### config.mk
export PLATFORM = sky130hd
export DESIGN_NAME = pde_cmd_queue
export DESIGN_NICKNAME = d
export VERILOG_FILES = /design/src/hw/rtl/assert_macros.svh /design/src/hw/rtl/pde_pkg.sv /design/src/hw/rtl/pde_cmd_queue.sv
export SDC_FILE = /design/constraint.sdc
export NUM_CORES = 1
export LEC_CHECK = 0
export ABC_AREA = 1
export BUFFER_PORTS_ARGS = -buffer_cell sky130_fd_sc_hd__clkbuf_2
export CAP_MARGIN = 20
export CORE_ASPECT_RATIO = 0.7
export CORE_MARGIN = 3
export CORE_UTILIZATION = 47
export CTS_CLUSTER_SIZE = 40
export DETAILED_ROUTE_END_ITERATION = 6
export PLACE_DENSITY_LB_ADDON = 0.3
export SLEW_MARGIN = 20
export SYNTH_ARGS = -nofsm -noshare
export SYNTH_HDL_FRONTEND = slang
export SYNTH_SLANG_ARGS = --single-unit
### constraint.sdc
create_clock -name clk -period 10.15 [get_ports clk]
set_clock_uncertainty 0.05 [all_clocks]
set_input_delay 2.03 -clock clk [delete_from_list [all_inputs] [get_ports clk]]
set_output_delay 2.03 -clock clk [all_outputs]
set_load 0.02 [all_outputs]
### src/hw/rtl/assert_macros.svh
// ----------------------------------------------------------------------------
// assert_macros.svh
// shared concurrent assertion macros, sampled on a clock, off during reset
// ----------------------------------------------------------------------------
`ifndef ASSERT_MACROS_SVH
`define ASSERT_MACROS_SVH

// same-cycle implication
`define ASSERT_NOW(label, clk_sig, rst_sig, ante, cons, msg) \
  label: assert property (@(posedge clk_sig) disable iff (rst_sig) (ante) |-> (cons)) \
    else $error(msg);

// next-cycle implication
`define ASSERT_NEXT(label, clk_sig, rst_sig, ante, cons, msg) \
  label: assert property (@(posedge clk_sig) disable iff (rst_sig) (ante) |=> (cons)) \
    else $error(msg);

`endif

### src/hw/rtl/pde_pkg.sv
// ----------------------------------------------------------------------------
// pde_pkg
// types, register offsets and codes shared by the device enumerator modules
// ----------------------------------------------------------------------------
package pde_pkg;

  localparam int MAX_DEVICES_DEF = 16;
  localparam int NAME_BYTES_DEF  = 32;

  // register offsets in the 4 KiB window
  localparam logic [11:0] OFS_OP        = 12'h000;
  localparam logic [11:0] OFS_NAME_LOW  = 12'h004;
  localparam logic [11:0] OFS_NAME_LEN  = 12'h008;
  localparam logic [11:0] OFS_ID        = 12'h00c;
  localparam logic [11:0] OFS_IO_BASE   = 12'h010;
  localparam logic [11:0] OFS_IO_SIZE   = 12'h014;
  localparam logic [11:0] OFS_IRQ       = 12'h018;
  localparam logic [11:0] OFS_IRQ_COUNT = 12'h01c;
  localparam logic [11:0] OFS_NAME_HIGH = 12'h020;

  // operation register answers
  localparam logic [31:0] CODE_DONE = 32'h0000_0000;
  localparam logic [31:0] CODE_ADD  = 32'h0000_0008;

  typedef enum logic [1:0] {
    ACT_ADD   = 2'd0,
    ACT_NAME  = 2'd1,
    ACT_READ  = 2'd2,
    ACT_WRITE = 2'd3
  } action_t;

  typedef enum logic [1:0] {
    KIND_READ  = 2'd0,
    KIND_MEM   = 2'd1,
    KIND_WDONE = 2'd2,
    KIND_LOAD  = 2'd3
  } kind_t;

  typedef enum logic [3:0] {
    CMD_ADD,
    CMD_NAME_BYTE,
    CMD_RD_OP,
    CMD_RD_ID,
    CMD_RD_FIELD,
    CMD_RD_BAD,
    CMD_WR_OP,
    CMD_WR_NAME_LOW,
    CMD_WR_NAME_HIGH,
    CMD_WR_BAD
  } cmd_op_t;

  typedef enum logic [2:0] {
    FLD_NAME_LEN,
    FLD_IO_BASE,
    FLD_IO_SIZE,
    FLD_IRQ,
    FLD_IRQ_COUNT
  } field_sel_t;

  // classified request, front to back
  typedef struct packed {
    cmd_op_t     op;
    field_sel_t  fld;
    logic [31:0] data;
    logic [31:0] io_base;
    logic [31:0] io_size;
    logic [31:0] irq;
    logic [31:0] irq_total;
    logic [7:0]  name_byte;
  } cmd_t;

  typedef enum logic [1:0] {
    BK_IDLE,
    BK_READ,
    BK_NAME_LEN,
    BK_NAME_EMIT
  } back_state_t;

  typedef struct packed {
    kind_t       kind;
    logic [31:0] read_data;
    logic [63:0] mem_address;
    logic [7:0]  mem_byte;
    logic        last;
    logic        irq_level;
    logic        ignored;
  } result_t;

endpackage

### src/hw/rtl/pde_cmd_queue.sv
// ----------------------------------------------------------------------------
// pde_cmd_queue
// two-entry command queue between front and back
// ----------------------------------------------------------------------------
module pde_cmd_queue (
  input  logic          clk,
  input  logic          rst,
  input  logic          push_valid,
  output logic          push_stall,
  input  pde_pkg::cmd_t push_cmd,
  output logic          pop_valid,
  output pde_pkg::cmd_t pop_cmd,
  input  logic          pop
);
  import pde_pkg::*;

  cmd_t       slots [2];
  logic       wr_ptr;
  logic       rd_ptr;
  logic [1:0] count;
  logic       push_fire;
  logic       pop_fire;

  assign push_stall = (count == 2'd2);
  assign pop_valid  = (count != 2'd0);
  assign pop_cmd    = slots[rd_ptr];
  assign push_fire  = push_valid && !push_stall;
  assign pop_fire   = pop && pop_valid;

  always_ff @(posedge clk) begin
    if (rst) begin
      wr_ptr <= 1'b0;
      rd_ptr <= 1'b0;
      count  <= 2'd0;
    end else begin
      if (push_fire) begin
        wr_ptr <= ~wr_ptr;
      end
      if (pop_fire) begin
        rd_ptr <= ~rd_ptr;
      end
      count <= count + 2'(push_fire) - 2'(pop_fire);
    end
  end

  always_ff @(posedge clk) begin
    if (push_fire) begin
      slots[wr_ptr] <= push_cmd;
    end
  end

endmodule

==> results of run 1 <==
==> cells in the mapped netlist <==
cell type / number
edfxtp_1: 350
mux2_2: 175
buf_6: 15
inv_1: 9
nor2_1: 9
nand2_1: 8
dfxtp_1: 5
nand3_1: 3
a21oi_1: 2
buf_2: 2
buf_4: 2
ha_1: 2
==> worst max-delay path by stage <==
stage / from / end / slack (ns) / cells after the start
final: register / pop_cmd[121] / 5.23 / 3
after floorplan: push_valid / slots[0][0]$_DFFE_PP_ / 0.03 / 2
after CTS: register / pop_cmd[40] / 5.12 / 3
after detailed placement: push_valid / slots[1][100]$_DFFE_PP_ / 5.59 / 4
after global routing: register / pop_cmd[117] / 5.07 / 3
after global placement: push_valid / slots[1][24]$_DFFE_PP_ / 5.65 / 4
==> cell families (layout without fill, tap and decap cells) <==
family	Yosys count	after routing	share of synthesized area, %
buffers and inverters	28	432	1.76
flip-flops	355	355	82.1
AO/OA/AOI/OAI	2	2	0.0775
adder cells (fa/ha/maj)	2	2	0.194
other	0	1	0
AND/OR/NAND/NOR	20	20	0.610
multiplexers	175	175	15.2
==> layout make-up <==
class / count / area (sq um)
fill: 2033 / 10700
sequential: 355 / 10600
multi-input combinational: 199 / 2090
timing repair buffer: 360 / 1810
clock buffer: 44 / 952
tap: 364 / 455
clock inverter: 19 / 273
inverter: 9 / 38.8
antenna: 1 / 2.50
==> critical path: stages (launching register included) <==
cell and delay (ns):
dfxtp_4 0.81, buf_4 0.82, mux2_2 0.43, clkbuf_2 0.16
==> sequential cells by signal, summed over array words and instances (netlist names), named ones only <==
register	flops
count	2
rd_ptr	1
slots	350
wr_ptr	1
==> layout by cell type, fill, tap and decap left out, drive strengths merged <==
cell type / synthesis / layout
inv: 9 / 9
nand2: 8 / 8
buf: 19 / 5
nand3: 3 / 3
ha: 2 / 2
clkinv: 0 / 9
clkbuf: 0 / 399
nor2: 9 / 9
clkinvlp: 0 / 3
edfxtp: 350 / 350
bufinv: 0 / 7
diode: 0 / 1
a21oi: 2 / 2
mux2: 175 / 175
dfxtp: 5 / 5
==> routing by layer <==
metal / vias up / wire (um) / global-route usage (%)
met5: - / 13 / 0
met4: 2 / 455 / 4.70
met3: 42 / 2880 / 7.11
met2: 266 / 12100 / 26.8
met1: 3246 / 10400 / 21.0
li1: 3070 / - / -
==> power groups by stage <==
stage / Combinational [mW] / Clock, mW / Sequential (mW)
6_report: 1.03 / 1.36 / 1.93
5_1_grt: 1.10 / 1.45 / 1.94
4_1_cts: 1.05 / 1.39 / 1.93
3_5_place_dp: 1.04 / 0 / 1.96
3_3_place_gp: 1.04 / 0 / 1.95
2_1_floorplan: 0.738 / 0 / 1.97
==> through the flow <==
stage | util [%] | total power, mW
2_1_floorplan | - | 2.70
3_3_place_gp | 55.8 | 2.98
3_5_place_dp | 55.8 | 3.00
4_1_cts | 60.4 | 4.37
5_1_grt | 60.4 | 4.49
6_report | 60.4 | 4.31
==> metrics.txt, run 1 <==
CTS Sinks 355; top-area cell type share of the netlist area 81.3%; Worst EP arrival 2.84 ns; Placed Area 15000 sq um; Starting Density 48.0%; Rows 50; r2r endpoint slots[1][30]$_DFFE_PP_; Mapped Cells 582; HPWL Detailed 17000 um; GP Congestion 0.732; pre-CTS WS 5.59 ns; Setup Viol. Count Final 0; area delta synth->final 25.7%; Max H-tree Level 2; All-Layer GR Usage 16.7%; syn_nets 763; type of the worst min-delay path register to register; internal power consumption 3.08 mW; cts hold-fix bufs 0; die footprint 29600 sq um; peak supply drop 174 uV; CP Data Required Time 8.07 ns; Post-CTS Setup Repair Bufs 0; WL/cell 19.1 um; post-synthesis sequential area ratio 82.1%; Final Max Tran Viols 0; Vias 6626; clock slew seen by the registers of the worst setup and hold paths 0.06 ns; Critical Path Sink Type output pin; Yosys top cell by area edfxtp_1; RSZ-0062 raised after global routing no; height of the die 145 um; Clock Tree Buf Depth 3; Fin Setup TNS 0 ns; Max Clk Rate 203 MHz; Setup CP Type register to output pin; r2r setup slk 7.17 ns; PortBufs 355; DR iter-0 viols 321; synthesized flop and latch total 355; gr ovfl total 0; Period minus WS final 4.92 ns; switching pwr 1.23 mW; Static Leakage 6.15 nW; first-pass GRT wire length 37500 um; Final WS setup 5.23 ns; Avg Vias per Cell 4.90; Die Span X 204 um; Post-CTS Resized 0; Comb power frac 23.8%; outcome complete, no violations; CTS Buf Count 35; vias in the first global route 6860; largest net degree at the start of global routing 107; Tcrit/Tclk final 48.5%; initial antenna violation count 1; DRC viols 0; Antenna Nets Post-Route 0; final hold slack 0.470 ns; Hold Crit Start rd_ptr$_SDFFE_PP0P_; Synth cell types 12; Worst-Skew Late Latency 0.50 ns; FF-to-FF path depth 5; Ys Warns 0; Cell Count, Final, Fillers Out 1351; CP Launch Type register; Seq pwr share 44.7%; share of cells above drive strength 1 59.8%; Mean Syn Cell Area 22.2 sq um; max cap viols 0; Sw Share 28.4%; synth top area cells edfxtp_1 81%, mux2_2 15%, buf_6 1.3%, dfxtp_1 0.77%, inv_1 0.26%; Nets 1141; count of TritonRoute iterations in the first routing pass 4; Post-Route WL 25800 um; max_slew headroom 30.0%; Cell Area, Synth 12900 sq um; Worst-Margin Slew 1.05 ns; Final Hold Fails 0; Min-Delay Path Depth 2; Clk pwr share 31.5%; placed cells 1287; clk root buf clkbuf_16; Crit Path Max Fanout 72; Power Dens Cells 265 nW/um^2; post-route cell area 16200 sq um; I/O pin cnt 356; Worst Hold Endpoint rd_ptr$_SDFFE_PP0P_; Reg-to-Reg Start count[0]$_SDFF_PP0_; CORE AREA 26900 sq um; CTS tree yes
Note: power is estimated with default switching activity, not from simulation.
==> run 2: changes to the inputs <==
--- a/config.mk
+++ b/config.mk
@@ -5,7 +5,7 @@
 export SDC_FILE = /design/constraint.sdc
 export NUM_CORES = 1
 export LEC_CHECK = 0
-export ABC_AREA = 1
+export ABC_AREA = 0
 export BUFFER_PORTS_ARGS = -buffer_cell sky130_fd_sc_hd__clkbuf_2
 export CAP_MARGIN = 20
 export CORE_ASPECT_RATIO = 0.7
==> constraint.sdc (replaced) <==
create_clock -name clk -period 4 [get_ports clk]
set_clock_uncertainty 0.05 [all_clocks]
set_input_delay 0.8 -clock clk [delete_from_list [all_inputs] [get_ports clk]]
set_output_delay 0.8 -clock clk [all_outputs]
set_load 0.02 [all_outputs]
==> run 2 against run 1 <==
Effect of this change:
- setup slack worse by 4.3 ns
- final cell count down 0.96%
- die area down 0.11%
- non-clock buffer count up 5
- register-to-register slack worse by 5.4 ns
- clock-buffer cell count up 4
- sequential share of layout area up 0.38 points
- wire length up 0.86%
- area after synthesis down 0.12%
- combinational power rose to 2.6 times the previous value
- global-route usage up 0.22 points
- largest cell class unchanged
- largest power group unchanged
==> metrics.txt, run 2 <==
Die Span X 204 um; Final Max Tran Viols 0; Critical Path Sink Type output pin; cts hold-fix bufs 0; CP Data Required Time 3.15 ns; Synth cell types 20; clock slew seen by the registers of the worst setup and hold paths 0.06 ns; WL/cell 19.5 um; Starting Density 48.0%; GR Util met1 19.8%; area delta synth->final 25.1%; count of TritonRoute iterations in the first routing pass 6; Final Hold Fails 0; type of the worst min-delay path primary input to register; GP Congestion 0.738; Antenna Nets Post-Route 0; Post-CTS Resized 0; list of most frequent post-synthesis cells 350 x edfxtp_1, 175 x mux2_2, 15 x buf_6, 5 x dfxtp_1, 4 x inv_1; CORE AREA 26900 sq um; n_diodes 0; RSZ-0062 raised after global routing no; Nets 1133; Yosys top cell by area edfxtp_1; Mean Syn Cell Area 22.6 sq um; Main synth FF type edfxtp_1; top-area cell type share of the netlist area 81.4%; max_slew headroom 55.0%; CTS Buf Count 34; clk root buf clkbuf_16; PortBufs 355; asr flop ratio synth 0%; Reg with most FFs slots; share of cells above drive strength 1 60.6%; Period minus WS final 3.10 ns; Worst-Margin Slew 0.674 ns; DRC viols 0; vias in the first global route 6807; HPWL Detailed 17700 um; All-Layer GR Usage 16.9%; Post-CTS Setup Repair Bufs 0; max cap viols 0; most common cell after layout, fill and taps aside clkbuf_2; largest net degree at the start of global routing 66; synthesized flop and latch total 355; Ys Warns 0; Vias 6587; I/O pin cnt 356; CTS tree yes; met3 Use GR 8.92%; Max Clk Rate 323 MHz; final hold slack 0.434 ns; FF-to-FF path depth 5; Crit Path Max Fanout 53; syn_nets 751; Fin Setup TNS 0 ns; post-synthesis sequential area ratio 82.2%; peak supply drop 547 uV; Cell Area, Synth 12900 sq um; number of flip-flops under the largest register name 350; Power Dens Cells 641 nW/um^2; Clock Tree Buf Depth 3; Static Leakage 6.07 nW; Mapped Cells 570; gr ovfl total 0; met2 Use GR 27.5%; Min-Delay Path Depth 1; CP Launch Type register; most common cell in the netlist edfxtp_1; busiest layer in global routing met2; height of the die 145 um; Worst EP arrival 2.25 ns; die footprint 29500 sq um; Rows 50; initial antenna violation count 1; Max H-tree Level 2; Tcrit/Tclk final 77.4%; DR iter-0 viols 359; Post-Route WL 26100 um; CTS Sinks 355; number of synthesized flops with an enable pin 350; Regs by FF count slots x350, count x2; synth top area cells edfxtp_1 81%, mux2_2 15%, buf_6 1.3%, dfxtp_1 0.78%, ha_1 0.19%; most frequent cells in the layout 355 x clkbuf_2, 350 x edfxtp_1, 175 x mux2_2; outcome complete, no violations; Setup Viol. Count Final 0; Setup CP Type register to output pin; first-pass GRT wire length 37800 um; Worst-Skew Late Latency 0.50 ns; Avg Vias per Cell 4.92
[run 2: changes by cell type after synthesis, sizes merged, moves of 2 or more]
cell	previous run	this run
xnor2	0	2
inv	9	4
nand3	3	0
nor2	9	3
nand2	8	1
[run 2: cell type report]
| cell class | instances | area, sq um |
|---|---|---|
| Timing Repair Buffer | 365 | 1940 |
| Inverter | 4 | 18.8 |
| Clock buffer | 48 | 967 |
| Sequential cell | 355 | 10600 |
| Multi-Input combinational cell | 192 | 2100 |
| Clock inverter | 10 | 53.8 |
| Tap cell | 364 | 455 |
| Fill cell | 2014 | 10800 |
[run 2: path summary, 6_finish.rpt]
path                  startpoint                      to  slack (ns)
min                 push_cmd[64]  slots[0][64]$_DFFE_PP_        0.43
max reg2reg  count[0]$_SDFF_PP0_  slots[0][18]$_DFFE_PP_        1.82
min reg2reg  rd_ptr$_SDFFE_PP0P_     rd_ptr$_SDFFE_PP0P_        0.47
max                     register            pop_cmd[145]        0.90
[run 2: kinds of logic after synthesis]
family / Yosys count / synth area share, %
compound gates: 3 / 0.136
xor+xnor: 3 / 0.204
fa+ha+maj: 2 / 0.194
buf+inv: 23 / 1.62
flops: 355 / 82.2
mux: 175 / 15.3
simple gates: 9 / 0.378
[run 2: metrics by stage]
step	area (sq um)	instances	utilization, %	setup slack (ns)	total power [mW]
after floorplan	12900	570	-	0.0161	6.68
after global placement	15100	1280	56.2	1.35	7.50
after detailed placement	15100	1280	56.2	1.36	7.53
after CTS	16100	1338	60.0	0.841	10.5
after global routing	16100	1338	60.0	0.759	10.8
final	16100	1338	60.0	0.902	10.4
[run 2: layer usage]
metal | vias up | share of wire, %
li1 | 3038 | -
met1 | 3261 | 38
met2 | 250 | 47
met3 | 36 | 13
met4 | 2 | 1.7
met5 | - | 0.050
[run 2: critical path: stages, from the launching register on]
cell and delay, ns:
dfxtp_4 0.76, buf_12 0.35, mux2_2 0.39, clkbuf_2 0.17
[run 2: power by group]
group / internal, mW / switching, mW
clock network: 1.69 / 1.25
registers: 4.61 / 0.152
logic: 1.04 / 1.61
==> run 3: changes to the inputs <==
--- a/config.mk
+++ b/config.mk
@@ -10,7 +10,7 @@
 export CAP_MARGIN = 20
 export CORE_ASPECT_RATIO = 0.7
 export CORE_MARGIN = 3
-export CORE_UTILIZATION = 47
+export CORE_UTILIZATION = 52
 export CTS_CLUSTER_SIZE = 40
 export DETAILED_ROUTE_END_ITERATION = 6
 export PLACE_DENSITY_LB_ADDON = 0.3
==> constraint.sdc (replaced) <==
create_clock -name clk -period 3.2 [get_ports clk]
set_clock_uncertainty 0.05 [all_clocks]
set_input_delay 0.64 -clock clk [delete_from_list [all_inputs] [get_ports clk]]
set_output_delay 0.64 -clock clk [all_outputs]
set_load 0.02 [all_outputs]
==> run 3 against run 2 <==
Effect of this change:
- sequential power grew 24%
- non-clock buffer count down 1
- final cell count fell by 3.4%
- combinational power is 28% higher
- critical endpoint is now pop_cmd[150]
==> metrics.txt, run 3 (synthesis gave the netlist of run 2 again) <==
outcome complete, no violations; Antenna Nets Post-Route 0; Die Span X 194 um; Static Leakage 6.09 nW; share of cells above drive strength 1 60.9%; Avg Vias per Cell 5.16; r2r endpoint slots[0][158]$_DFFE_PP_; Post-CTS Resized 0; first-pass GRT wire length 38500 um; number of flip-flops under the largest register name 350; Vias 6667; gr ovfl total 0; HPWL Detailed 17400 um; All-Layer GR Usage 18.7%; vias in the first global route 6915; CTS Sinks 355; DR iter-0 viols 378; CP Data Required Time 2.51 ns; placed cells 1233; max cap viols 0; Setup CP Type register to output pin; I/O pin cnt 356; initial antenna violation count 4; Post-CTS Setup Repair Bufs 0; Placed Area 15100 sq um; Min-Delay Path Depth 1; CORE AREA 24000 sq um; Regs by FF count slots x350, count x2; max_slew headroom 65.5%; # fillers 1648; largest net degree at the start of global routing 86; Final Max Tran Viols 0; DRC viols 0; Period minus WS final 2.59 ns; PortBufs 355; post-route cell area 16100 sq um; FF-to-FF path depth 5; final hold slack 0.279 ns; Worst EP arrival 1.90 ns; area delta synth->final 25.0%; n_diodes 0; Nets 1132; Final WS setup 0.612 ns; pre-CTS WS 0.960 ns; Crit Path Max Fanout 80; Tcrit/Tclk final 80.9%; Reg-to-Reg Start count[0]$_SDFF_PP0_; height of the die 138 um; r2r setup slk 1.27 ns; count of TritonRoute iterations in the first routing pass 4; Worst-Margin Slew 0.517 ns; most common cell after layout, fill and taps aside clkbuf_2; clock slew seen by the registers of the worst setup and hold paths 0.06 ns; cts hold-fix bufs 0; WL/cell 20.3 um; peak supply drop 743 uV; CTS Buf Count 34; Hold Crit Start push_cmd[12]; Worst-Skew Late Latency 0.49 ns; Clock Tree Buf Depth 3; Max H-tree Level 2; Rows 47; Power Dens Cells 815 nW/um^2; CTS tree yes; Worst Hold Endpoint slots[0][12]$_DFFE_PP_; clk root buf clkbuf_16; RSZ-0062 raised after global routing no; Final Util 67.3%; Final Hold Fails 0; CP Launch Type register; Setup Viol. Count Final 0; Post-Route WL 26200 um; type of the worst min-delay path primary input to register; Max Clk Rate 386 MHz; Critical Path Sink Type output pin; Starting Density 53.8%; most frequent cells in the layout 355 x clkbuf_2, 350 x edfxtp_1, 175 x mux2_2; GP Congestion 0.765; Cell Count, Final, Fillers Out 1293; die footprint 26800 sq um; Reg with most FFs slots
run 3: changes by cell type in the layout (fill, tap and decap cells not counted):
cell / previous run / this run
clkinv_1: 4 / 6
buf_12: 7 / 6
clkbuf_1: 11 / 7
inv_8: 0 / 1
inv_1: 2 / 1
bufinv_16: 0 / 2
clkinv_2: 3 / 5
run 3: metrics by stage:
stage | power (mW) | TNS [ns]
2_1_floorplan | 8.35 | -122.09
3_3_place_gp | 9.37 | 0
3_5_place_dp | 9.40 | 0
4_1_cts | 13.3 | 0
5_1_grt | 13.7 | 0
6_report | 13.2 | 0
run 3: metal layers:
layer	routed length [um]	GRT usage [%]	part of all wire [%]	vias up
met2	12600	31.1	48	279
met1	10500	23.8	40	3296
li1	-	-	-	3033
met5	55	0	0.21	-
met3	2570	7.06	9.8	51
met4	513	4.58	2.0	8
run 3: where the power goes:
part | leakage [nW] | internal, mW | switching, mW
Clock | 0.526 | 2.27 | 1.62
Sequential | 3.31 | 5.77 | 0.127
Combinational | 2.25 | 1.29 | 2.09
Total | 6.09 | 9.33 | 3.83
run 3: worst max-delay path by stage:
stage | end | start | depth (start not counted) | slack (ns)
detailed placement | slots[0][158]$_DFFE_PP_ | push_valid | 5 | 0.96
floorplan | slots[0][0]$_DFFE_PP_ | push_valid | 3 | -0.61
global route | pop_cmd[161] | register | 3 | 0.56
CTS | pop_cmd[152] | register | 3 | 0.60
finish | pop_cmd[150] | register | 3 | 0.61
global placement | slots[0][141]$_DFFE_PP_ | push_valid | 5 | 0.97
run 3: cell type report:
cell class                      instances  area, sq um  area share [%]
Clock buffer                           44          952            5.90
Timing Repair Buffer                  364         1920            11.9
Inverter                                4         26.3           0.163
Multi-Input combinational cell        192         2100            13.0
Sequential cell                       355        10600            65.8
Tap cell                              318          398            2.47
Clock inverter                         16          131           0.814
run 3: critical path, stage by stage (launching register included):
cell      delay, ns
dfxtp_4        0.38
buf_12         0.33
mux2_2         0.42
clkbuf_2       0.16
