--- src/hw/rtl/assert_macros.svh ---
// ----------------------------------------------------------------------------
// assert_macros.svh
// shared concurrent assertion macros, sampled on a clock, off during reset
// ----------------------------------------------------------------------------
`ifndef ASSERT_MACROS_SVH
`define ASSERT_MACROS_SVH

// same-cycle implication
`define ASSERT_NOW(label, clk_sig, rst_sig, ante, cons, msg) \
  label: assert property (@(posedge clk_sig) disable iff (rst_sig) (ante) |-> (cons)) \
    else $error(msg);

// next-cycle implication
`define ASSERT_NEXT(label, clk_sig, rst_sig, ante, cons, msg) \
  label: assert property (@(posedge clk_sig) disable iff (rst_sig) (ante) |=> (cons)) \
    else $error(msg);

`endif

--- src/hw/rtl/pde_pkg.sv ---
// ----------------------------------------------------------------------------
// pde_pkg
// types, register offsets and codes shared by the device enumerator modules
// ----------------------------------------------------------------------------
package pde_pkg;

  localparam int MAX_DEVICES_DEF = 16;
  localparam int NAME_BYTES_DEF  = 32;

  // register offsets in the 4 KiB window
  localparam logic [11:0] OFS_OP        = 12'h000;
  localparam logic [11:0] OFS_NAME_LOW  = 12'h004;
  localparam logic [11:0] OFS_NAME_LEN  = 12'h008;
  localparam logic [11:0] OFS_ID        = 12'h00c;
  localparam logic [11:0] OFS_IO_BASE   = 12'h010;
  localparam logic [11:0] OFS_IO_SIZE   = 12'h014;
  localparam logic [11:0] OFS_IRQ       = 12'h018;
  localparam logic [11:0] OFS_IRQ_COUNT = 12'h01c;
  localparam logic [11:0] OFS_NAME_HIGH = 12'h020;

  // operation register answers
  localparam logic [31:0] CODE_DONE = 32'h0000_0000;
  localparam logic [31:0] CODE_ADD  = 32'h0000_0008;

  typedef enum logic [1:0] {
    ACT_ADD   = 2'd0,
    ACT_NAME  = 2'd1,
    ACT_READ  = 2'd2,
    ACT_WRITE = 2'd3
  } action_t;

  typedef enum logic [1:0] {
    KIND_READ  = 2'd0,
    KIND_MEM   = 2'd1,
    KIND_WDONE = 2'd2,
    KIND_LOAD  = 2'd3
  } kind_t;

  typedef enum logic [3:0] {
    CMD_ADD,
    CMD_NAME_BYTE,
    CMD_RD_OP,
    CMD_RD_ID,
    CMD_RD_FIELD,
    CMD_RD_BAD,
    CMD_WR_OP,
    CMD_WR_NAME_LOW,
    CMD_WR_NAME_HIGH,
    CMD_WR_BAD
  } cmd_op_t;

  typedef enum logic [2:0] {
    FLD_NAME_LEN,
    FLD_IO_BASE,
    FLD_IO_SIZE,
    FLD_IRQ,
    FLD_IRQ_COUNT
  } field_sel_t;

  // classified request, front to back
  typedef struct packed {
    cmd_op_t     op;
    field_sel_t  fld;
    logic [31:0] data;
    logic [31:0] io_base;
    logic [31:0] io_size;
    logic [31:0] irq;
    logic [31:0] irq_total;
    logic [7:0]  name_byte;
  } cmd_t;

  typedef enum logic [1:0] {
    BK_IDLE,
    BK_READ,
    BK_NAME_LEN,
    BK_NAME_EMIT
  } back_state_t;

  typedef struct packed {
    kind_t       kind;
    logic [31:0] read_data;
    logic [63:0] mem_address;
    logic [7:0]  mem_byte;
    logic        last;
    logic        irq_level;
    logic        ignored;
  } result_t;

endpackage

--- src/hw/rtl/pde_front.sv ---
// ----------------------------------------------------------------------------
// pde_front
// classifies an incoming request into a back-end command
// ----------------------------------------------------------------------------
module pde_front (
  input  logic [1:0]      action,
  input  logic [11:0]     reg_offset,
  input  logic [31:0]     write_data,
  input  logic [31:0]     dev_io_base,
  input  logic [31:0]     dev_io_size,
  input  logic [31:0]     dev_irq,
  input  logic [31:0]     dev_irq_count,
  input  logic [7:0]      name_byte,
  output pde_pkg::cmd_t   cmd
);
  import pde_pkg::*;

  always_comb begin
    cmd           = '0;
    cmd.op        = CMD_WR_BAD;
    cmd.fld       = FLD_NAME_LEN;
    cmd.data      = write_data;
    cmd.io_base   = dev_io_base;
    cmd.io_size   = dev_io_size;
    cmd.irq       = dev_irq;
    cmd.irq_total = dev_irq_count;
    cmd.name_byte = name_byte;
    unique case (action_t'(action))
      ACT_ADD:  cmd.op = CMD_ADD;
      ACT_NAME: cmd.op = CMD_NAME_BYTE;
      ACT_READ: begin
        unique case (reg_offset)
          OFS_OP:        cmd.op = CMD_RD_OP;
          OFS_ID:        cmd.op = CMD_RD_ID;
          OFS_NAME_LEN: begin
            cmd.op  = CMD_RD_FIELD;
            cmd.fld = FLD_NAME_LEN;
          end
          OFS_IO_BASE: begin
            cmd.op  = CMD_RD_FIELD;
            cmd.fld = FLD_IO_BASE;
          end
          OFS_IO_SIZE: begin
            cmd.op  = CMD_RD_FIELD;
            cmd.fld = FLD_IO_SIZE;
          end
          OFS_IRQ: begin
            cmd.op  = CMD_RD_FIELD;
            cmd.fld = FLD_IRQ;
          end
          OFS_IRQ_COUNT: begin
            cmd.op  = CMD_RD_FIELD;
            cmd.fld = FLD_IRQ_COUNT;
          end
          default:       cmd.op = CMD_RD_BAD;
        endcase
      end
      ACT_WRITE: begin
        unique case (reg_offset)
          OFS_OP:        cmd.op = CMD_WR_OP;
          OFS_NAME_LOW:  cmd.op = CMD_WR_NAME_LOW;
          OFS_NAME_HIGH: cmd.op = CMD_WR_NAME_HIGH;
          default:       cmd.op = CMD_WR_BAD;
        endcase
      end
      default: cmd.op = CMD_WR_BAD;
    endcase
  end

endmodule

--- config.mk ---
export PLATFORM = sky130hd
export DESIGN_NAME = pde_front
export DESIGN_NICKNAME = d
export VERILOG_FILES = /design/src/hw/rtl/assert_macros.svh /design/src/hw/rtl/pde_pkg.sv /design/src/hw/rtl/pde_front.sv
export SDC_FILE = /design/constraint.sdc
export NUM_CORES = 1
export LEC_CHECK = 0
export CORE_AREA = 2 2 138 140
export DETAILED_ROUTE_END_ITERATION = 10
export DIE_AREA = 0 0 140 142
export DONT_BUFFER_PORTS = 1
export GPL_ROUTABILITY_DRIVEN = 0
export PLACE_DENSITY = 0.3
export SLEW_MARGIN = 20
export SYNTH_ARGS = -nofsm -noshare
export SYNTH_HDL_FRONTEND = slang
export SYNTH_SLANG_ARGS = --single-unit
--- constraint.sdc ---
create_clock -name vclk -period 3.8
set_input_delay 0.95 -clock vclk [all_inputs]
set_output_delay 0.95 -clock vclk [all_outputs]
set_load 0.005 [all_outputs]
==> flow_results.org, run 1 <==
** Floorplanning
- For this configuration, the core starts out at a cell density of 7.96%.
- The die is 142 um tall.
- 357 I/O pins were placed.
- Floorplan core area :: 18500 um2
- Die Footprint :: 19900 um2
- Number of core rows :: 50
- Die outline width :: 140 um

** STA
- WHS :: 1.90 ns
- In the final timing run, aggregate negative setup slack is 0 ns.
- Tcrit/Tclk final :: 76.1%
- Static timing analysis puts the maximum clock frequency at 346 MHz.
- Setup violations remaining at the end of the flow were counted as 0.
- The max-slew violation count came to 0.
- Period minus WS final :: 2.89 ns
- Slew at the pin closest to its max-slew limit :: 0.409 ns
- Setup repair after global routing left no endpoint under its margin.
- Across all setup checks in the final design, the least slack found is 0.909 ns.
- The final number of hold-violating endpoints was 0.
- Remaining max-slew budget at the tightest pin :: 72.5%

** Placed design
- Before CTS, the worst setup slack after placement is 0.844 ns.
- During placement, the flow inserted port buffers numbering 0.
- Detailed-placement wirelength estimate :: 2.79 mm

** Clock tree
- For this design, the CTS-stage hold fixing added 0 buffers.
- Gates resized during post-CTS repair numbered 0.
- Number of post-CTS setup repair buffers :: 0

** Pwr
- Power after layout :: 0.0114 mW
- Dividing total power by cell area gives a power density of 22.8 nW/um2.
- The analysis attributes to cell leakage a power of 0.0590 nW.
- Max IR drop VDD :: 0.00912 mV

** Layout
- Fill cells in the final layout number 2186.
- The multi-input combinational cells in the finished layout cover a total of 204 um2.
- The top cell types in the final layout, fill and taps aside, are 4 x sky130_fd_sc_hd__nor2_1, 4 x sky130_fd_sc_hd__nand2b_1.
- Signed area change from the synthesized netlist to the final layout :: -65.9%
- Post-layout nets :: 213
- Clock buffers in the final layout number 0.
- Fraction of final layout cells sized beyond drive strength 1 :: 6.90%
- 0 antenna diodes ended up in the layout.
- Sequential cells placed in the final layout were counted as 0.
- Combined flip-flop and latch cell area :: 0 um2

** Yosys
- By area, the combinational part of the netlist is dominated by buffers and inverters.
- The synthesized netlist devotes 2.56% of its cell area to compound gates.
- Multiplexer cells account for 0% of the synthesized area.
- After technology mapping, the gate count stands at 197.
- The synthesized netlist occupies a cell area of 1470 um2.
- Post-synthesis sequential area ratio :: 0%
- Synthesis instantiated 19 different standard cells from the library.
- Xor/xnor share of the synthesized area :: 0.596%
- Summing the areas of all and, or, nand and nor instances in the mapped netlist gives 10.7% of the synthesized area.
- During synthesis, Yosys emitted a total of 0 warnings.
- A synthesized cell averages 7.46 um2.
- The synthesized netlist devotes 0% of its cell area to adder and majority cells.
- Net count after synthesis :: 379

** Status
- Violated checks :: DRC
- The flow ran to the end, but the final reports show violations.

** Global routing
- The first global-routing pass estimated 3.97 mm of wire.
- Via count of the first global-routing pass :: 554
- Antenna violations before repair :: 0
- Total track usage :: 2.82%
- Global route overflow :: 0
- Maximum number of pins on one net before global-route repair :: 9

** Critical path
- Endpoint of the most critical setup path :: cmd[169]
- The critical path is of the input port to primary output type.
- The worst setup path is captured at a primary output.
- Maximum fanout along the worst path :: 7
- Arrival time at the worst endpoint :: 1.94 ns
- The worst setup path is launched from an input port.
- Worst EP required :: 2.85 ns
- Tracing the worst setup path back leads to its startpoint at reg_offset[1].

** Drt
- Dividing the detail-routed wire length by the instance count gives 12.7 um.
- DRC marker count from the first detailed-route iteration :: 79
- Iteration count of the initial detailed-routing pass :: 8
- Antenna viol nets, final :: 0
- Routed wire length :: 3.35 mm
- DR vias :: 494
- DRC violation count after routing :: 25
- In the routed layout, each cell is associated on average with a via count of 1.88.

** Flow run
- Count of max-cap constraint violations :: 0

** Hold path
- The worst hold path belongs to the class input port to primary output.
power by group:
| part | internal [mW] | switching, mW | leakage, nW |
|---|---|---|---|
| clock | 0 | 0 | 0 |
| combinational | 0.00642 | 0.00498 | 0.0590 |
| sequential | 0 | 0 | 0 |
| total | 0.00642 | 0.00498 | 0.0590 |
per-layer routing:
metal  vias to the layer above  GRT usage [%]  part of all wire, %
li1                        114              -                    -
met1                       168          0.528                  6.8
met2                       142           5.08                   54
met3                        70           1.55                   22
met4                         0           6.80                   17
met5                         -              0                    0
how the worst min path moves through the flow:
stage	startpoint	end	slack, ns	depth (start not counted)
6_report	dev_irq_count[2]	cmd[10]	1.90	0
5_1_grt	dev_irq_count[2]	cmd[10]	1.90	0
4_1_cts	name_byte[0]	cmd[0]	1.90	0
3_5_place_dp	name_byte[0]	cmd[0]	1.90	0
3_3_place_gp	name_byte[0]	cmd[0]	1.90	0
2_1_floorplan	reg_offset[2]	cmd[168]	1.93	1
cell usage after synthesis (all sizes together):
cell,instances,area share (%)
buf,168,86
nand2b,4,1.7
nor2,4,1.0
nand3,2,0.68
nand4b,2,1.2
nor2b,2,0.85
nor3,2,0.68
nor4,2,2.9
a21boi,1,0.51
a21oi,1,0.34
a31o,1,0.60
a31oi,1,0.43
a41o,1,0.68
and3,1,0.43
inv,1,0.26
nand2,1,0.26
nand4,1,0.43
nor4b,1,0.60
xnor2,1,0.60
cell families (layout without fill, tap and decap cells):
logic type / count (synthesis) / in the layout
AND/OR/NAND/NOR: 22 / 22
buffers and inverters: 169 / 1
AO/OA/AOI/OAI: 5 / 5
XOR/XNOR: 1 / 1
per-stage QoR:
step,instances,area (um2),utilization [%]
6_report,263,500,2.71
5_1_grt,263,500,2.71
4_1_cts,263,500,2.71
3_5_place_dp,263,500,2.71
3_3_place_gp,263,500,2.71
2_1_floorplan,197,1470,-
critical path: stages:
cell and delay (ns):
sky130_fd_sc_hd__nor4_4 0.42, sky130_fd_sc_hd__nand4_1 0.23, sky130_fd_sc_hd__a21oi_1 0.33
final cells by class:
class	instances	share of cell area, %
inverter	1	0.750
tap	234	58.5
multi-input combinational	28	40.8
No activity file was read; power rests on OpenSTA's default activity.
==> inputs of run 2 (changes only) <==
==> constraint.sdc (replaced) <==
create_clock -name vclk -period 2.4
set_input_delay 0.6 -clock vclk [all_inputs]
set_output_delay 0.6 -clock vclk [all_outputs]
set_load 0.005 [all_outputs]
==> run 2 against run 1 <==
The flow still finishes with violations (DRC). Via count shrank 1.8%. Final area grew 3.0%. Power grew 68%. Critical endpoint unchanged.
==> flow_results.org, run 2 (synthesis gave the netlist of run 1 again) <==
** Drt
- The post-route antenna net violation count was 0 (unchanged).
- The number of vias in the routed layout was 485 (-1.8%).
- DRC marker count from the first detailed-route iteration :: 61 (-23%)
- Routed wirelength normalized by instance count :: 12.5 um (-1.6%)
- Iteration count of the initial detailed-routing pass :: 8 (unchanged)
- DRC violation count after routing :: 25 (unchanged)
- The detailed-route vias per instance is 1.83 (-2.6%).
- Routed wire length :: 3.32 mm (-0.87%)

** Layout
- Post-layout nets :: 215 (+0.94%)
- The layout cell share with drive strength beyond 1 was 12.9% (+6.0 points).
- Final design utilization :: 2.79% (+0.081 points)
- Commonest non-fill, non-tap cells in the layout :: 4 x sky130_fd_sc_hd__nor2_1, 4 x sky130_fd_sc_hd__nand2b_1
- The post-layout instance area was 515 um2 (+3.0%).
- The number of clock-tree buffers in the layout is 0 (unchanged).
- Seq cells :: 0 (unchanged)
- The final instance count without filler cells is 265 (+0.76%).
- The area taken by flip-flops and latches came to 0 um2 (unchanged).
- Ant. Diodes :: 0 (unchanged)
- From synthesis to final layout, the design area changed by -64.9%.

** Placed design
- The post-detailed-placement cell area came to 515 um2 (+3.0%).
- The number of buffer cells added on primary ports came to 0 (unchanged).
- The post-detailed-placement half-perimeter wirelength was 2.77 mm (-0.61%).
- The cell count after placement was 265 (+0.76%).

** Floorplanning
- The chip width was 140 um (unchanged).
- Number of core rows :: 50 (unchanged)
- The die area is 19900 um2 (unchanged).
- The placeable core region came to 18500 um2 (unchanged).
- Io pins :: 357 (unchanged)
- Die boundary height :: 142 um (unchanged)
- Initial cell density of the core :: 7.96% (unchanged)

** Critical path
- Arrival time at the worst endpoint :: 1.57 ns (-0.37 ns)
- The worst setup path is launched from an input port.
- The endpoint required time on the critical path is 1.80 ns (-1.05 ns).
- The worst setup path is captured at a primary output.
- The critical path's largest stage delay came to 0.41 ns (about the same).
- The critical-path maximum fanout was 7 (unchanged).
- Critical Path, Cell by Cell :: nor4_4 -> nand4_1 -> a21oi_1 -> buf_4
- Path type of the worst setup path :: input port to primary output
- Cell at the slowest stage of the critical path :: sky130_fd_sc_hd__nor4_4

** STA
- WHS :: 1.20 ns (-0.700 ns)
- The transition at the pin with the smallest max-transition slack came to 0.392 ns (-0.0168 ns).
- Final setup violation count :: 0 (unchanged)
- The sum of negative setup slack was 0 ns (unchanged).
- Unrepaired setup endpoints after global routing :: false
- Remaining max-slew budget at the tightest pin :: 73.6% (+1.1 points)
- Based on the critical path, the design can be clocked at up to 461 MHz.
- Max-slew violations :: 0 (unchanged)
- Final Hold Fails :: 0 (unchanged)
- Tcrit/Tclk final :: 90.3%
- Period minus WS final :: 2.17 ns

** Pwr
- Max IR drop VDD :: 0.0182 mV (+100%)
- Leakage dissipation :: 0.0696 nW (+18%)
- The cell area power density was 37.2 nW/um2 (+63%).

** Clock tree
- Post-cts hold buffer count :: 0 (unchanged)
- Post-cts gate resize count :: 0 (unchanged)
- Number of post-CTS setup repair buffers :: 0 (unchanged)

** Global routing
- The initial antenna violation count was 0 (unchanged).
- The wire length of the first global-routing pass came to 3.86 mm (-2.8%).
- Total track usage :: 2.77% (-0.057 points)
- The largest net degree at the start of global routing came to 9 (unchanged).
- The via count of the first global-routing pass came to 553 (-0.18%).
- Global route overflow :: 0 (unchanged)

** Status
- The flow ran to the end, but the final reports show violations.
- The final reports fail on DRC.

** Flow run
- Count of max-cap constraint violations :: 0 (unchanged)

** Hold path
- The path class of the tightest hold or removal check is input port to primary output.
-- run 2: changes by cell type in the layout (fill, tap and decap cells not counted) --
cell	delta
sky130_fd_sc_hd__buf_4	+2
-- run 2: critical path: cells and delay by family --
family	cells	cell delay, ns
AOI/OAI and AO/OA	1	0.18
buffers and inverters	1	0.15
and+or+nand+nor	2	0.64
-- run 2: path summary, 6_finish.rpt --
kind,slack [ns],cells past startpoint,endpoint,from
worst max-delay path,0.23,4,cmd[169],reg_offset[1]
worst min-delay path,1.20,0,cmd[10],dev_irq_count[2]
-- run 2: area by class of cell --
type,instances,area (um2)
inverter,1,3.75
multi-input combinational,28,204
tap,234,293
fill,2180,17900
timing repair buffer,2,15.0
-- run 2: layer usage --
metal	global-route usage (%)	vias to the layer above	share of wire, %
li1	-	117	-
met1	0.447	164	7.2
met3	1.51	66	22
met4	6.65	0	17
met2	5.08	138	54
met5	0	-	0
-- run 2: metrics by stage --
stage	worst slack, ns	power [mW]
after floorplan	0.465	0.243
after global placement	0.229	0.0195
after detailed placement	0.203	0.0195
after CTS	0.197	0.0196
after global routing	0.140	0.0211
final	0.233	0.0192
-- run 2: where the power goes --
group / switching (mW) / total, mW / internal, mW
Clock: 0 / 0 / 0
Sequential: 0 / 0 / 0
Combinational: 0.00799 / 0.0192 / 0.0112
Total: 0.00799 / 0.0192 / 0.0112
==> inputs of run 3 (changes only) <==
==> constraint.sdc (replaced) <==
create_clock -name vclk -period 2.55
set_input_delay 0.6375 -clock vclk [all_inputs]
set_output_delay 0.6375 -clock vclk [all_outputs]
set_load 0.005 [all_outputs]
==> run 3 against run 2 <==
The run still ends with DRC left. Core utilization is the same. Routed wire length is 3.1% higher. Combinational power decreased by 6%. Clock-buffer cell count did not move. Worst hold slack better by 0.075 ns. Cell count did not move. First-iteration DRC count shrank 1.6%. Worst setup slack improved by 0.095 ns. Final area is the same. Global-route usage up 0.12 points. Power is 6.1% lower.
==> flow_results.org, run 3 (synthesis gave the netlist of run 1 again) <==
** Pwr
- Power after layout :: 0.0180 mW (-6.1%)
- Max IR drop VDD :: 0.0161 mV (-11%)
- Leakage dissipation :: 0.0698 nW (+0.35%)
- The cell area power density came to 34.9 nW/um2 (-6.1%).

** Drt
- Antenna viol nets, final :: 0 (unchanged)
- DR vias :: 497 (+2.5%)
- The number of violations reported at the end of detailed-routing iteration 0 is 60 (-1.6%).
- The routed length on met3 came to 708 um (-1.1%).
- The detailed-route wire length per cell came to 12.9 um (+3.1%).
- Met1 WL :: 267 um (+12%)
- Avg Vias per Cell :: 1.88 (+2.5%)
- The count of unresolved DRC violations after routing came to 25 (unchanged).
- Routed wire length :: 3.42 mm (+3.1%)
- Highest routed metal layer :: met4
- Iteration count of the initial detailed-routing pass :: 8 (unchanged)
- The met2 layer wire length in the routed design was 1.88 mm (+4.0%).

** Floorplanning
- Io pins :: 357 (unchanged)
- Initial cell density of the core :: 7.96% (unchanged)
- The placeable core region came to 18500 um2 (unchanged).
- Die Footprint :: 19900 um2 (unchanged)
- Die outline width :: 140 um (unchanged)
- Die boundary height :: 142 um (unchanged)
- The floorplan row count was 50 (unchanged).

** STA
- Final setup violation count :: 0 (unchanged)
- Period minus WS final :: 2.22 ns
- Final sum of negative setup slack :: 0 ns (unchanged)
- Based on the critical path, the design can be clocked at up to 450 MHz.
- Max-slew violations :: 0 (unchanged)
- The relative slew slack is 72.8% (-0.80 points).
- Unrepaired setup endpoints after global routing :: false
- The final number of hold-violating endpoints is 0 (unchanged).
- WHS :: 1.28 ns (+0.0750 ns)
- The worst-case setup margin in the final layout came to 0.328 ns (+0.0949 ns).
- Slew at the pin closest to its max-slew limit :: 0.404 ns (+0.0119 ns)
- The worst path uses 87.2% of the clock period.

** Clock tree
- Post-cts hold buffer count :: 0 (unchanged)
- Post-cts gate resize count :: 0 (unchanged)
- Number of post-CTS setup repair buffers :: 0 (unchanged)

** Hold path
- Worst Hold Class :: input port to primary output
- Number of instances on the worst hold path :: 0 (unchanged)
- Worst min-delay path startpoint :: dev_irq_count[2]
- The path with the worst hold slack has its endpoint at cmd[10].

** Layout
- Seq cells :: 0 (unchanged)
- Post-layout nets :: 215 (unchanged)
- The area taken by flip-flops and latches was 0 um2 (unchanged).
- Final non-filler cell area :: 515 um2 (unchanged)
- Number of clock buffer instances in the layout :: 0 (unchanged)
- Fraction of final layout cells sized beyond drive strength 1 :: 12.9% (unchanged)
- The diode insertion count for antenna repair came to 0 (unchanged).
- Final Non-Filler Cells :: 265 (unchanged)
- The top cell types in the final layout, fill and taps aside, are 4 x sky130_fd_sc_hd__nor2_1, 4 x sky130_fd_sc_hd__nand2b_1.
- Signed area change from the synthesized netlist to the final layout :: -64.9% (unchanged)
- Fill cell total of the finished layout :: 2188 (+0.37%)
- Final design utilization :: 2.79% (unchanged)

** Critical path
- The critical path in this run is classified as input port to primary output.
- Arrival time at the worst endpoint :: 1.58 ns (about the same)
- Worst Setup End Kind :: primary output
- STA classifies the critical path startpoint as an input port.
- The critical-path maximum fanout was 7 (unchanged).
- The endpoint required time on the critical path is 1.91 ns (+0.11 ns).

** Flow run
- The max-capacitance violation count was 0 (unchanged).

** Status
- Violated checks :: DRC
- Result of the run :: complete, but fails checks

** Global routing
- The overall routing resource usage was 2.89% (+0.12 points).
- Maximum number of pins on one net before global-route repair :: 9 (unchanged)
- Global route overflow :: 0 (unchanged)
- Antenna violations before repair :: 0 (unchanged)
- The via count of the first global-routing pass came to 568 (+2.7%).
- The wire length of the first global-routing pass was 4.06 mm (+5.2%).

** Placed design
- Detailed-placement wirelength estimate :: 2.85 mm (+2.8%)
- The worst slack at placement came to 0.299 ns (+0.0960 ns).
- Post-Place Cells :: 265 (unchanged)
- Area of placed instances :: 515 um2 (unchanged)
- The number of buffer cells added on primary ports was 0 (unchanged).
## run 3: cell counts in the layout (fill, tap and decap cells not counted)
No cell type changed its count.
## run 3: cell type report
| class | count | area, um2 | area share [%] |
|---|---|---|---|
| inverter | 1 | 3.75 | 0.728 |
| timing repair buffer | 2 | 15.0 | 2.91 |
| multi-input combinational | 28 | 204 | 39.6 |
| tap | 234 | 293 | 56.8 |
## run 3: worst max path at each step
stage / start / slack (ns) / cells after the start / to
final: reg_offset[9] / 0.33 / 4 / cmd[169]
after global routing: reg_offset[9] / 0.20 / 4 / cmd[169]
after CTS: reg_offset[9] / 0.30 / 3 / cmd[173]
after detailed placement: reg_offset[9] / 0.30 / 4 / cmd[169]
after global placement: reg_offset[9] / 0.32 / 4 / cmd[169]
after floorplan: reg_offset[1] / 0.54 / 3 / cmd[171]
## run 3: report_power, final
group | switching, mW | total (mW) | internal, mW
Clock | 0 | 0 | 0
Combinational | 0.00796 | 0.0180 | 0.0101
Sequential | 0 | 0 | 0
Total | 0.00796 | 0.0180 | 0.0101
## run 3: worst max-delay path, cell delays in order
cell and delay (ns):
sky130_fd_sc_hd__nor4_4 0.42, sky130_fd_sc_hd__nand4_1 0.22, sky130_fd_sc_hd__a21oi_1 0.17, sky130_fd_sc_hd__buf_4 0.14
## run 3: routing by layer
metal  up-vias  GRT usage [%]
met4         0           6.65
met1       175          0.589
met3        66           1.55
li1        116              -
met2       140           5.32
met5         -              0
